## config.mk

```make
export PLATFORM = sky130hd
export DESIGN_NAME = cross_channel_local_response_norm
export DESIGN_NICKNAME = d
export VERILOG_FILES = /design/src/lrn_pkg.sv /design/src/lrn_norm_unit.sv /design/src/cross_channel_local_response_norm.sv
export SDC_FILE = /design/constraint.sdc
export NUM_CORES = 2
export LEC_CHECK = 0
export BUFFER_PORTS_ARGS = -buffer_cell sky130_fd_sc_hd__clkbuf_2
export CORE_UTILIZATION = 57
export DETAILED_ROUTE_END_ITERATION = 8
export GPL_ROUTABILITY_DRIVEN = 1
export PLACE_DENSITY_LB_ADDON = 0.3
export SETUP_SLACK_MARGIN = 0.3
export SYNTH_ARGS = -nofsm -noshare
export SYNTH_HDL_FRONTEND = slang
export SYNTH_SLANG_ARGS = --single-unit
export TNS_END_PERCENT = 10
```

## constraint.sdc

```tcl
create_clock -name aclk -period 45.2 [get_ports aclk]
set_input_delay 2.26 -clock aclk [delete_from_list [all_inputs] [get_ports aclk]]
set_output_delay 2.26 -clock aclk [all_outputs]
set_load 0.05 [all_outputs]
```

## src/lrn_pkg.sv

```systemverilog
// ----------------------------------------------------------------------------
// lrn_pkg
// Shared types, register codes and interpolation tables of the cross-channel
// local response normalization block.
// ----------------------------------------------------------------------------
package lrn_pkg;

    // Configuration register indexes.
    localparam logic [1:0] CFG_WINDOW_SIZE = 2'd0;
    localparam logic [1:0] CFG_ALPHA_GAIN  = 2'd1;
    localparam logic [1:0] CFG_BETA_EXP    = 2'd2;
    localparam logic [1:0] CFG_BIAS_K      = 2'd3;

    // Segment end points of log2(1+f) in Q.16.
    localparam logic [16:0] LOG_T [17] = '{
        17'd0, 17'd5732, 17'd11136, 17'd16248, 17'd21098, 17'd25711, 17'd30109,
        17'd34312, 17'd38336, 17'd42196, 17'd45904, 17'd49472, 17'd52911,
        17'd56229, 17'd59434, 17'd62534, 17'd65536};

    // Segment end points of 2^f in Q.16.
    localparam logic [17:0] EXP_T [17] = '{
        18'd65536, 18'd68438, 18'd71468, 18'd74632, 18'd77936, 18'd81386,
        18'd84990, 18'd88752, 18'd92682, 18'd96785, 18'd101070, 18'd105545,
        18'd110218, 18'd115098, 18'd120194, 18'd125515, 18'd131072};

    // Scale parameters seen by the normalization unit.
    typedef struct packed {
        logic [31:0] alpha_gain;
        logic [15:0] beta_exponent;
        logic [31:0] bias_k;
    } lrn_cfg_t;

    // Status of the normalization unit.
    typedef struct packed {
        logic busy;
        logic done;
    } lrn_norm_status_t;

    typedef enum logic [2:0] {
        T_IDLE, T_PUSH, T_START, T_WAIT, T_EMIT, T_CLEAR
    } lrn_top_state_t;

    typedef enum logic [3:0] {
        N_IDLE, N_MUL_HI, N_MUL_LO, N_DIV, N_SCALE, N_LOGNORM, N_LOG_MUL,
        N_POW_MUL, N_EXP_MUL, N_OUT_MUL, N_ROUND, N_DONE
    } lrn_norm_state_t;

endpackage

```

## src/lrn_norm_unit.sv

```systemverilog
// ----------------------------------------------------------------------------
// lrn_norm_unit
// Sequenced normalization of one activation: scale term, bit-serial divide,
// log2, power and exp2 through one shared 16x36 multiplier.
// ----------------------------------------------------------------------------
module lrn_norm_unit
    import lrn_pkg::*;
#(
    parameter int HALF_W = 3
) (
    input  logic                     aclk,
    input  logic                     aresetn,
    input  logic                     start,
    input  logic signed [15:0]       x_in,
    input  logic [35:0]              sum_in,
    input  logic [HALF_W-1:0]        half_in,
    input  lrn_cfg_t                 cfg,
    output lrn_norm_status_t         status,
    output logic signed [15:0]       result
);

    localparam int DW = HALF_W + 1;

    lrn_norm_state_t state_reg, state_next;

    logic [15:0]  mag_reg;
    logic         neg_reg;
    logic [35:0]  sum_reg;
    logic [DW-1:0] div_reg;
    logic [51:0]  acc_reg;
    logic [DW-1:0] rem_reg;
    logic [5:0]   cnt_reg;
    logic [55:0]  s_reg;
    logic [5:0]   e_reg;
    logic signed [23:0] log_reg;
    logic signed [39:0] z_reg;
    logic [17:0]  pw_reg;
    logic signed [11:0] n_reg;
    logic [35:0]  m_reg;
    logic signed [15:0] result_reg;

    // Shared multiplier with its operand select.
    logic [15:0] mul_a;
    logic [35:0] mul_b;
    logic [51:0] mul_p;

    logic [3:0]  seg;
    logic [15:0] wgt;
    logic [23:0] log_mag;

    always_comb begin
        seg = 4'd0;
        wgt = 16'd0;
        if (state_reg == N_LOG_MUL) begin
            seg = s_reg[54:51];
            wgt = s_reg[50:35];
        end else begin
            seg = z_reg[27:24];
            wgt = z_reg[23:8];
        end
        log_mag = log_reg[23] ? 24'(-log_reg) : 24'(log_reg);
        mul_a = 16'd0;
        mul_b = 36'd0;
        case (state_reg)
            N_MUL_HI: begin
                mul_a = cfg.alpha_gain[31:16];
                mul_b = sum_reg;
            end
            N_MUL_LO: begin
                mul_a = cfg.alpha_gain[15:0];
                mul_b = sum_reg;
            end
            N_LOG_MUL: begin
                mul_a = 16'(LOG_T[5'(seg) + 5'd1] - LOG_T[5'(seg)]);
                mul_b = 36'(wgt);
            end
            N_POW_MUL: begin
                mul_a = cfg.beta_exponent;
                mul_b = 36'(log_mag);
            end
            N_EXP_MUL: begin
                mul_a = 16'(EXP_T[5'(seg) + 5'd1] - EXP_T[5'(seg)]);
                mul_b = 36'(wgt);
            end
            N_OUT_MUL: begin
                mul_a = mag_reg;
                mul_b = 36'(pw_reg);
            end
            default: begin
                mul_a = 16'd0;
                mul_b = 36'd0;
            end
        endcase
        mul_p = 52'(mul_a) * 52'(mul_b);
    end

    // Divider step, scale and rounding helpers.
    logic [DW:0]   rem_trial;
    logic          rem_ge;
    logic [55:0]   scale;
    logic signed [12:0] shift_amt;
    logic [36:0]   rounded;
    logic [16:0]   limit;
    logic [16:0]   clamped;
    logic signed [23:0] e_bias;

    always_comb begin
        rem_trial = {rem_reg, acc_reg[51]};
        rem_ge    = rem_trial >= {1'b0, div_reg};
        scale     = 56'(cfg.bias_k) + 56'(acc_reg);
        shift_amt = 13'sd16 - 13'(n_reg);
        limit     = neg_reg ? 17'd32768 : 17'd32767;
        rounded   = 37'd0;
        if (shift_amt > 13'sd0 && shift_amt < 13'sd40) begin
            rounded = (37'(m_reg) + (37'd1 << (6'(shift_amt) - 6'd1))) >> 6'(shift_amt);
        end
        if (shift_amt <= 13'sd0) begin
            clamped = limit;
        end else if (rounded > 37'(limit)) begin
            clamped = limit;
        end else begin
            clamped = 17'(rounded);
        end
        e_bias = $signed({18'd0, e_reg}) - 24'sd24;
    end

    // Next state.
    always_comb begin
        state_next = state_reg;
        case (state_reg)
            N_IDLE:    if (start) state_next = (x_in == 16'sd0) ? N_DONE : N_MUL_HI;
            N_MUL_HI:  state_next = N_MUL_LO;
            N_MUL_LO:  state_next = N_DIV;
            N_DIV:     if (cnt_reg == 6'd51) state_next = N_SCALE;
            N_SCALE: begin
                if (scale != 56'd0) state_next = N_LOGNORM;
                else if (cfg.beta_exponent != 16'd0) state_next = N_DONE;
                else state_next = N_OUT_MUL;
            end
            N_LOGNORM: if (s_reg[55]) state_next = N_LOG_MUL;
            N_LOG_MUL: state_next = N_POW_MUL;
            N_POW_MUL: state_next = N_EXP_MUL;
            N_EXP_MUL: state_next = N_OUT_MUL;
            N_OUT_MUL: state_next = N_ROUND;
            N_ROUND:   state_next = N_DONE;
            N_DONE:    state_next = N_IDLE;
            default:   state_next = N_IDLE;
        endcase
    end

    // Outputs.
    always_comb begin
        status.busy = state_reg != N_IDLE;
        status.done = state_reg == N_DONE;
        result      = result_reg;
    end

    always_ff @(posedge aclk) begin
        if (!aresetn) begin
            state_reg <= N_IDLE;
        end else begin
            state_reg <= state_next;
        end
    end

    // Datapath registers, one step of the sequence per cycle.
    always_ff @(posedge aclk) begin
        case (state_reg)
            N_IDLE: begin
                if (start) begin
                    neg_reg    <= x_in[15];
                    mag_reg    <= x_in[15] ? 16'(-x_in) : 16'(x_in);
                    sum_reg    <= sum_in;
                    div_reg    <= {half_in, 1'b1};
                    result_reg <= 16'sd0;
                end
            end
            N_MUL_HI: acc_reg <= mul_p;
            N_MUL_LO: begin
                acc_reg <= acc_reg + 52'(mul_p[51:16]);
                rem_reg <= '0;
                cnt_reg <= 6'd0;
            end
            N_DIV: begin
                acc_reg <= {acc_reg[50:0], rem_ge};
                rem_reg <= rem_ge ? DW'(rem_trial - {1'b0, div_reg}) : rem_trial[DW-1:0];
                cnt_reg <= cnt_reg + 6'd1;
            end
            N_SCALE: begin
                s_reg      <= scale;
                e_reg      <= 6'd55;
                pw_reg     <= 18'd65536;
                n_reg      <= 12'sd0;
                result_reg <= neg_reg ? -16'sd32768 : 16'sd32767;
            end
            N_LOGNORM: begin
                if (!s_reg[55]) begin
                    s_reg <= {s_reg[54:0], 1'b0};
                    e_reg <= e_reg - 6'd1;
                end
            end
            N_LOG_MUL: begin
                log_reg <= (e_bias <<< 16) + $signed({7'd0, LOG_T[5'(seg)]})
                           + $signed({7'd0, mul_p[32:16]});
            end
            N_POW_MUL: z_reg <= log_reg[23] ? $signed(mul_p[39:0]) : -$signed(mul_p[39:0]);
            N_EXP_MUL: begin
                pw_reg <= EXP_T[5'(seg)] + mul_p[33:16];
                n_reg  <= z_reg[39:28];
            end
            N_OUT_MUL: m_reg <= mul_p[35:0];
            N_ROUND:   result_reg <= neg_reg ? 16'(-clamped) : 16'(clamped);
            default: begin
            end
        endcase
    end

endmodule

```

## src/cross_channel_local_response_norm.sv

```systemverilog
// ----------------------------------------------------------------------------
// cross_channel_local_response_norm
// Streaming cross-channel LRN over Q8.8 activations with a sliding window of
// squares and a sequenced log2/exp2 power unit.
// ----------------------------------------------------------------------------
// Activations enter one beat at a time, channels fastest, with last_channel
// on the final channel of a pixel; each result beat is delayed by half a
// window and the last channel flushes the held-back results. An input beat
// is captured in T_IDLE and enters the window in T_PUSH; each result it
// causes then passes the normalization unit, where a 52-step bit-serial
// divide by the window width 2*half+1 and a leading-one search of up to 55
// one-bit shifts dominate. A zero scale skips the log2 and exp2 steps, and a
// zero activation the whole sequence. The last beat of a pixel adds up to
// half a window of such results, each after a flush push, then a window
// clear. Configuration is taken at any time but must be written idle.
module cross_channel_local_response_norm
    import lrn_pkg::*;
#(
    parameter int MAX_WINDOW   = 15,
    parameter int MAX_CHANNELS = 4096
) (
    input  logic               aclk,
    input  logic               aresetn,
    input  logic               s_valid,
    output logic               s_ready,
    input  logic signed [15:0] s_in_value,
    input  logic               s_last_channel,
    output logic               m_valid,
    input  logic               m_ready,
    output logic signed [15:0] m_out_value,
    output logic               m_pixel_done,
    input  logic               cfg_valid,
    output logic               cfg_ready,
    input  logic [1:0]         cfg_index,
    input  logic [31:0]        cfg_data
);

    localparam int HALF_MAX = (MAX_WINDOW - 1) / 2;
    localparam int DEPTH    = HALF_MAX + 1;
    localparam int HWW      = (HALF_MAX > 0) ? $clog2(HALF_MAX + 1) : 1;
    localparam int WIW      = (MAX_WINDOW > 1) ? $clog2(MAX_WINDOW) : 1;
    localparam int CHAN_CAP = ((MAX_CHANNELS - 1) > HALF_MAX) ? (MAX_CHANNELS - 1) : HALF_MAX;
    localparam int CW       = $clog2(CHAN_CAP + 1);

    // Configuration registers.
    logic [3:0]  window_size_reg;
    lrn_cfg_t    cfg_reg;

    assign cfg_ready = 1'b1;

    always_ff @(posedge aclk) begin
        if (!aresetn) begin
            window_size_reg       <= 4'd5;
            cfg_reg.alpha_gain    <= 32'd16777216;
            cfg_reg.beta_exponent <= 16'd3072;
            cfg_reg.bias_k        <= 32'd16777216;
        end else if (cfg_valid && cfg_ready) begin
            case (cfg_index)
                CFG_WINDOW_SIZE: window_size_reg       <= cfg_data[3:0];
                CFG_ALPHA_GAIN:  cfg_reg.alpha_gain    <= cfg_data;
                CFG_BETA_EXP:    cfg_reg.beta_exponent <= cfg_data[15:0];
                CFG_BIAS_K:      cfg_reg.bias_k        <= cfg_data;
                default: begin
                end
            endcase
        end
    end

    lrn_top_state_t state_reg, state_next;

    logic signed [15:0] x_reg;
    logic               last_reg;
    logic [CW-1:0]      t_reg;
    logic [CW-1:0]      count_reg;
    logic [HWW-1:0]     hw_reg;
    logic [HWW-1:0]     f_reg;
    logic               done_flag_reg;
    logic [31:0]        win_reg [MAX_WINDOW];
    logic signed [15:0] delay_reg [DEPTH];
    logic [35:0]        sum_reg;
    logic               m_valid_reg;
    logic signed [15:0] out_value_reg;
    logic               pixel_done_reg;

    // Half window from the programmed size, capped by the storage.
    logic [2:0]     h_full;
    logic [HWW-1:0] h_cap;

    always_comb begin
        h_full = (window_size_reg == 4'd0) ? 3'd0 : 3'((window_size_reg - 4'd1) >> 1);
        h_cap  = (32'(h_full) > HALF_MAX) ? HWW'(HALF_MAX) : HWW'(h_full);
    end

    // Window push and emit decisions.
    logic               flushing;
    logic signed [15:0] push_val;
    logic signed [31:0] sq;
    logic [HWW:0]       top;
    logic               emit_now;
    logic               out_free;
    logic               more_flush;
    lrn_top_state_t     adv_state;

    always_comb begin
        flushing   = f_reg != '0;
        push_val   = flushing ? 16'sd0 : x_reg;
        sq         = push_val * push_val;
        top        = {hw_reg, 1'b0};
        emit_now   = flushing ? ((CW + 1)'(t_reg) + (CW + 1)'(f_reg) >= (CW + 1)'(hw_reg))
                              : (t_reg >= CW'(hw_reg));
        out_free   = !m_valid_reg || m_ready;
        more_flush = last_reg && (f_reg < hw_reg);
        adv_state  = more_flush ? T_PUSH : (last_reg ? T_CLEAR : T_IDLE);
    end

    lrn_norm_status_t   norm_status;
    logic signed [15:0] norm_result;

    lrn_norm_unit #(
        .HALF_W (HWW)
    ) u_norm (
        .aclk    (aclk),
        .aresetn (aresetn),
        .start   (state_reg == T_START),
        .x_in    (delay_reg[hw_reg]),
        .sum_in  (sum_reg),
        .half_in (hw_reg),
        .cfg     (cfg_reg),
        .status  (norm_status),
        .result  (norm_result)
    );

    // Next state.
    always_comb begin
        state_next = state_reg;
        case (state_reg)
            T_IDLE:  if (s_valid) state_next = T_PUSH;
            T_PUSH:  state_next = emit_now ? T_START : adv_state;
            T_START: state_next = T_WAIT;
            T_WAIT:  if (norm_status.done) state_next = T_EMIT;
            T_EMIT:  if (out_free) state_next = adv_state;
            T_CLEAR: state_next = T_IDLE;
            default: state_next = T_IDLE;
        endcase
    end

    // Handshake outputs.
    always_comb begin
        s_ready      = state_reg == T_IDLE;
        m_valid      = m_valid_reg;
        m_out_value  = out_value_reg;
        m_pixel_done = pixel_done_reg;
    end

    always_ff @(posedge aclk) begin
        if (!aresetn) begin
            state_reg   <= T_IDLE;
            m_valid_reg <= 1'b0;
        end else begin
            state_reg <= state_next;
            if (state_reg == T_EMIT && out_free) begin
                m_valid_reg <= 1'b1;
            end else if (m_ready) begin
                m_valid_reg <= 1'b0;
            end
        end
    end

    // Result beat register.
    always_ff @(posedge aclk) begin
        if (state_reg == T_EMIT && out_free) begin
            out_value_reg  <= norm_result;
            pixel_done_reg <= done_flag_reg;
        end
    end

    // Channel window, delay line and pixel bookkeeping.
    always_ff @(posedge aclk) begin
        if (!aresetn) begin
            count_reg <= '0;
            sum_reg   <= 36'd0;
            hw_reg    <= HWW'(2);
            f_reg     <= '0;
            for (int j = 0; j < MAX_WINDOW; j++) win_reg[j] <= 32'd0;
            for (int j = 0; j < DEPTH; j++) delay_reg[j] <= 16'sd0;
        end else begin
            case (state_reg)
                T_IDLE: begin
                    if (s_valid) begin
                        x_reg    <= s_in_value;
                        last_reg <= s_last_channel;
                        t_reg    <= count_reg;
                        f_reg    <= '0;
                        if (count_reg == '0) hw_reg <= h_cap;
                        if (count_reg < CW'(CHAN_CAP)) count_reg <= count_reg + CW'(1);
                    end
                end
                T_PUSH: begin
                    sum_reg <= sum_reg + 36'(unsigned'(sq)) - 36'(win_reg[top[WIW-1:0]]);
                    win_reg[0] <= sq;
                    for (int j = 1; j < MAX_WINDOW; j++) win_reg[j] <= win_reg[j-1];
                    delay_reg[0] <= push_val;
                    for (int j = 1; j < DEPTH; j++) delay_reg[j] <= delay_reg[j-1];
                    done_flag_reg <= flushing ? (f_reg == hw_reg)
                                              : (last_reg && hw_reg == '0);
                    if (!emit_now && more_flush) f_reg <= f_reg + HWW'(1);
                end
                T_EMIT: begin
                    if (out_free && more_flush) f_reg <= f_reg + HWW'(1);
                end
                T_CLEAR: begin
                    count_reg <= '0;
                    sum_reg   <= 36'd0;
                    for (int j = 0; j < MAX_WINDOW; j++) win_reg[j] <= 32'd0;
                    for (int j = 0; j < DEPTH; j++) delay_reg[j] <= 16'sd0;
                end
                default: begin
                end
            endcase
        end
    end

    // The input side is open only while the normalization unit is free.
    a_ready_idle: assert property (@(posedge aclk) disable iff (!aresetn)
        s_ready |-> !norm_status.busy)
        else $error("input ready while normalization busy");

    // A started normalization keeps the unit busy on the next cycle.
    a_start_busy: assert property (@(posedge aclk) disable iff (!aresetn)
        (state_reg == T_START) |=> norm_status.busy)
        else $error("normalization did not start");

    // The channel counter saturates at its cap.
    a_count_cap: assert property (@(posedge aclk) disable iff (!aresetn)
        32'(count_reg) <= CHAN_CAP)
        else $error("channel count beyond cap");

    // A waiting result beat is never overwritten.
    a_hold_out: assert property (@(posedge aclk) disable iff (!aresetn)
        (m_valid && !m_ready) |=> (m_valid && $stable(m_out_value)))
        else $error("result beat overwritten");

endmodule

```

==> impl_metrics.tcl <==
set metrics [dict create \
    status "finished clean" \
    end_kind "flip-flop" \
    crit_path_frequent_cell "o21ai_0" \
    critPathArrivalTime_ns 18.99 \
    cts.repair.resized 0 \
    min_period_over_period_pct 40.9 \
    n_fill_cell 12994 \
    core_area_sq_um 157000 \
    cts_tree "built" \
    postRouteAntennaNets 0 \
    crit_buf_inv 8 \
    max_slew_margin_pct 17.5 \
    wl_mm 274 \
    setup_viol 0 \
    cp-start-kind "flip-flop" \
    finalHoldViolCount 0 \
    std_cell_rows 145 \
    insertion_delay_ns 0.81 \
    finalSetupTns_ns 0 \
    ios 76 \
    slew_violations 0 \
    initial_utilization_pct 57.6 \
    cts_buffer_depth 3 \
    grt_setup_unrepaired "no" \
    period_minus_slack_ns 18.51 \
    drt_pass1_iterations 8 \
    grt_overflow 0 \
    cts_max_level 3 \
    wl_per_cell_um 23.6 \
    fin_skew_ns 0.0851 \
    fin_nets 10690 \
    cp_slowest_cell "a211oi_2" \
    cap_violations 0 \
    max_freq_mhz 54.0 \
    syn_avg_cell_area_sq_um 9.38 \
    synthFlopType "edfxtp_1" \
    largest_reg_flops 462 \
    cts_sinks 1103 \
    yosysSeqAreaShare_pct 32.0 \
    viasPerCell 6.20 \
    post-dp-hpwl_mm 202 \
    antenna_found_initial 6 \
    gp_congestion 0.996 \
    die_x_um 400 \
    hold_path_class "flip-flop to flip-flop" \
    syn-instance-count 9602 \
    cp_data_required_time_ns 45.68 \
    path_clk_slew_ns 0.07 \
    synth.net_count 10881 \
    postSynthRegisterBits 1103 \
    grt_pass1_vias 70987 \
    area_growth_pct 7.11 \
    yosys.cell_types.count 102 \
    drive_gt1_share_pct 6.82 \
    port_buffers 74 \
    vias 71733 \
    drc 0 \
    cts_root_buffer "clkbuf_16" \
    path_class "flip-flop to flip-flop" \
    die_height_um 400 \
    grt_pass1_wl_mm 422 \
    critical_path.top_delay_family "compound AO/OA/AOI/OAI gates" \
    syn_area_sq_um 90100 \
    grt_max_degree 200 \
    grt_usage_pct 34.5 \
    cp_slowest_stage_delay_ns 0.96 \
    cts_setup_buffers 0 \
    critPathMaxFanout 34 \
    numCtsBuffers 117 \
    die-area_sq_um 160000 \
    async_flop_share_pct 0 \
    synth_edf_count 673 \
    tightest_slew_ns 1.24 \
    yosysWarnings 0 \
    drt-initial-drc-count 7240 \
    cts_hold_buf 0 \
]
-- final timing paths --
check                           start            endpoint  slack [ns]  cells past startpoint
hold / removal      u_norm.result[11]     m_out_value[11]        0.42                      0
hold reg to reg     u_norm.result[11]     m_out_value[11]        0.42                      0
setup / recovery  u_norm.state_reg[3]  u_norm.acc_reg[51]       26.69                     63
setup reg to reg  u_norm.state_reg[3]  u_norm.acc_reg[51]       26.69                     63
-- layout by cell type (no fill, tap or decap), drive strengths merged, types with 33 or more instances in the layout --
cell and instances:
o21ai 347, a21o 103, edfxtp 673, fa 753, nand2 1392, a211oi 46, o211ai 43, nand3b 330
inv 1024, nor2b 56, clkinv 37, ha 470, clkbuf 245, a21oi 653, mux4 105, and3 134
xor2 137, or3 48, xnor2 231, dfxtp 430, a21boi 34, nand4 49, nand3 131, o21a 68
nand2b 63, o31ai 43, buf 158, a31oi 44, nor4 33, and2 429, mux2i 77, o21bai 42
nor2 507, nor3 112
-- logic make-up after synthesis --
kind of cell / after synthesis / share of synthesized area, %
DFF: 1103 / 32.0
AOI/OAI and AO/OA: 1766 / 12.4
other: 1 / 0.00416
and+or+nand+nor: 3383 / 18.5
xor gates and xnor gates: 368 / 3.58
adders and majority gates: 1223 / 23.3
buffers and inverters: 1560 / 6.52
muxes: 198 / 3.68
-- through the flow --
step	setup WS [ns]	instance area (sq um)	utilization (%)	cells	hold slack, ns
2_1_floorplan	30.28	90100	-	9602	0.400
3_3_place_gp	27.50	92400	59.0	11350	0.401
3_5_place_dp	27.24	92400	59.0	11350	0.405
4_1_cts	27.15	96500	61.6	11573	0.421
5_1_grt	25.73	96500	61.6	11573	0.428
6_report	26.69	96500	61.6	11575	0.420
-- synth_stat cells, types with 18 or more instances --
cell      number  area [sq um]
o31ai_1       42           315
xnor2_1      231          2020
fa_1         753         15100
edfxtp_1     673         20200
a21boi_0      30           225
inv_1       1014          3810
and2_1       427          2670
o21a_1        68           510
a222oi_1      32           320
a22o_1        19           166
a21oi_1      653          3270
mux2i_1       77           771
nor3b_1       20           150
o22ai_1       22           138
nor2b_1       56           350
a22oi_1       31           233
xor2_1       137          1200
or3_1         48           300
mux4_2       105          2360
o21ai_1       18          90.1
o21bai_1      42           315
nor2_1       506          1900
a211oi_1      45           338
o211ai_1      43           323
clkbuf_1     495          1860
ha_1         470          5880
a31oi_1       43           269
and3_1       134           838
o221ai_1      19           166
nor3_1       112           561
dfxtp_1      430          8610
nand2_1     1391          5220
o21ai_0      327          1640
nand2b_1      63           394
nor4_1        31           194
a21o_1       103           773
nand3_1      131           656
or2_2         24           150
nand3b_1     330          2480
buf_1         34           128
a211o_1       21           184
nand4_1       49           307
-- routing by layer --
metal  wire length [um]  GRT usage, %
met1             109000          45.4
met2             127000          55.5
met3              21800          5.45
met4              15600          17.1
met5                 55             0
-- worst reg2reg max path: cells and delay by family (launching register included) --
family | cells | cell delay, ns
AO/OA/AOI/OAI | 27 | 6.74
XOR/XNOR | 3 | 0.70
adder cells (fa/ha/maj) | 11 | 4.89
buffers and inverters | 8 | 2.34
flip-flops | 1 | 0.92
multiplexers | 1 | 0.19
AND/OR/NAND/NOR | 13 | 2.50
-- final cells by class --
class                   instances  area (sq um)  area share [%]
clock buffers                 171          3510            3.64
clock inverters                52           594           0.616
inverters                    1018          3840            3.98
well taps                    2058          2570            2.67
diodes                          2          5.00         0.00519
flip-flops and latches       1103         28800            29.9
multi-input cells            6939         55600            57.6
repair buffers                232          1580            1.64
Power is left out: the tool's default activity adds up to more than one toggle a clock period on the data nets, which glitch-free logic cannot reach.
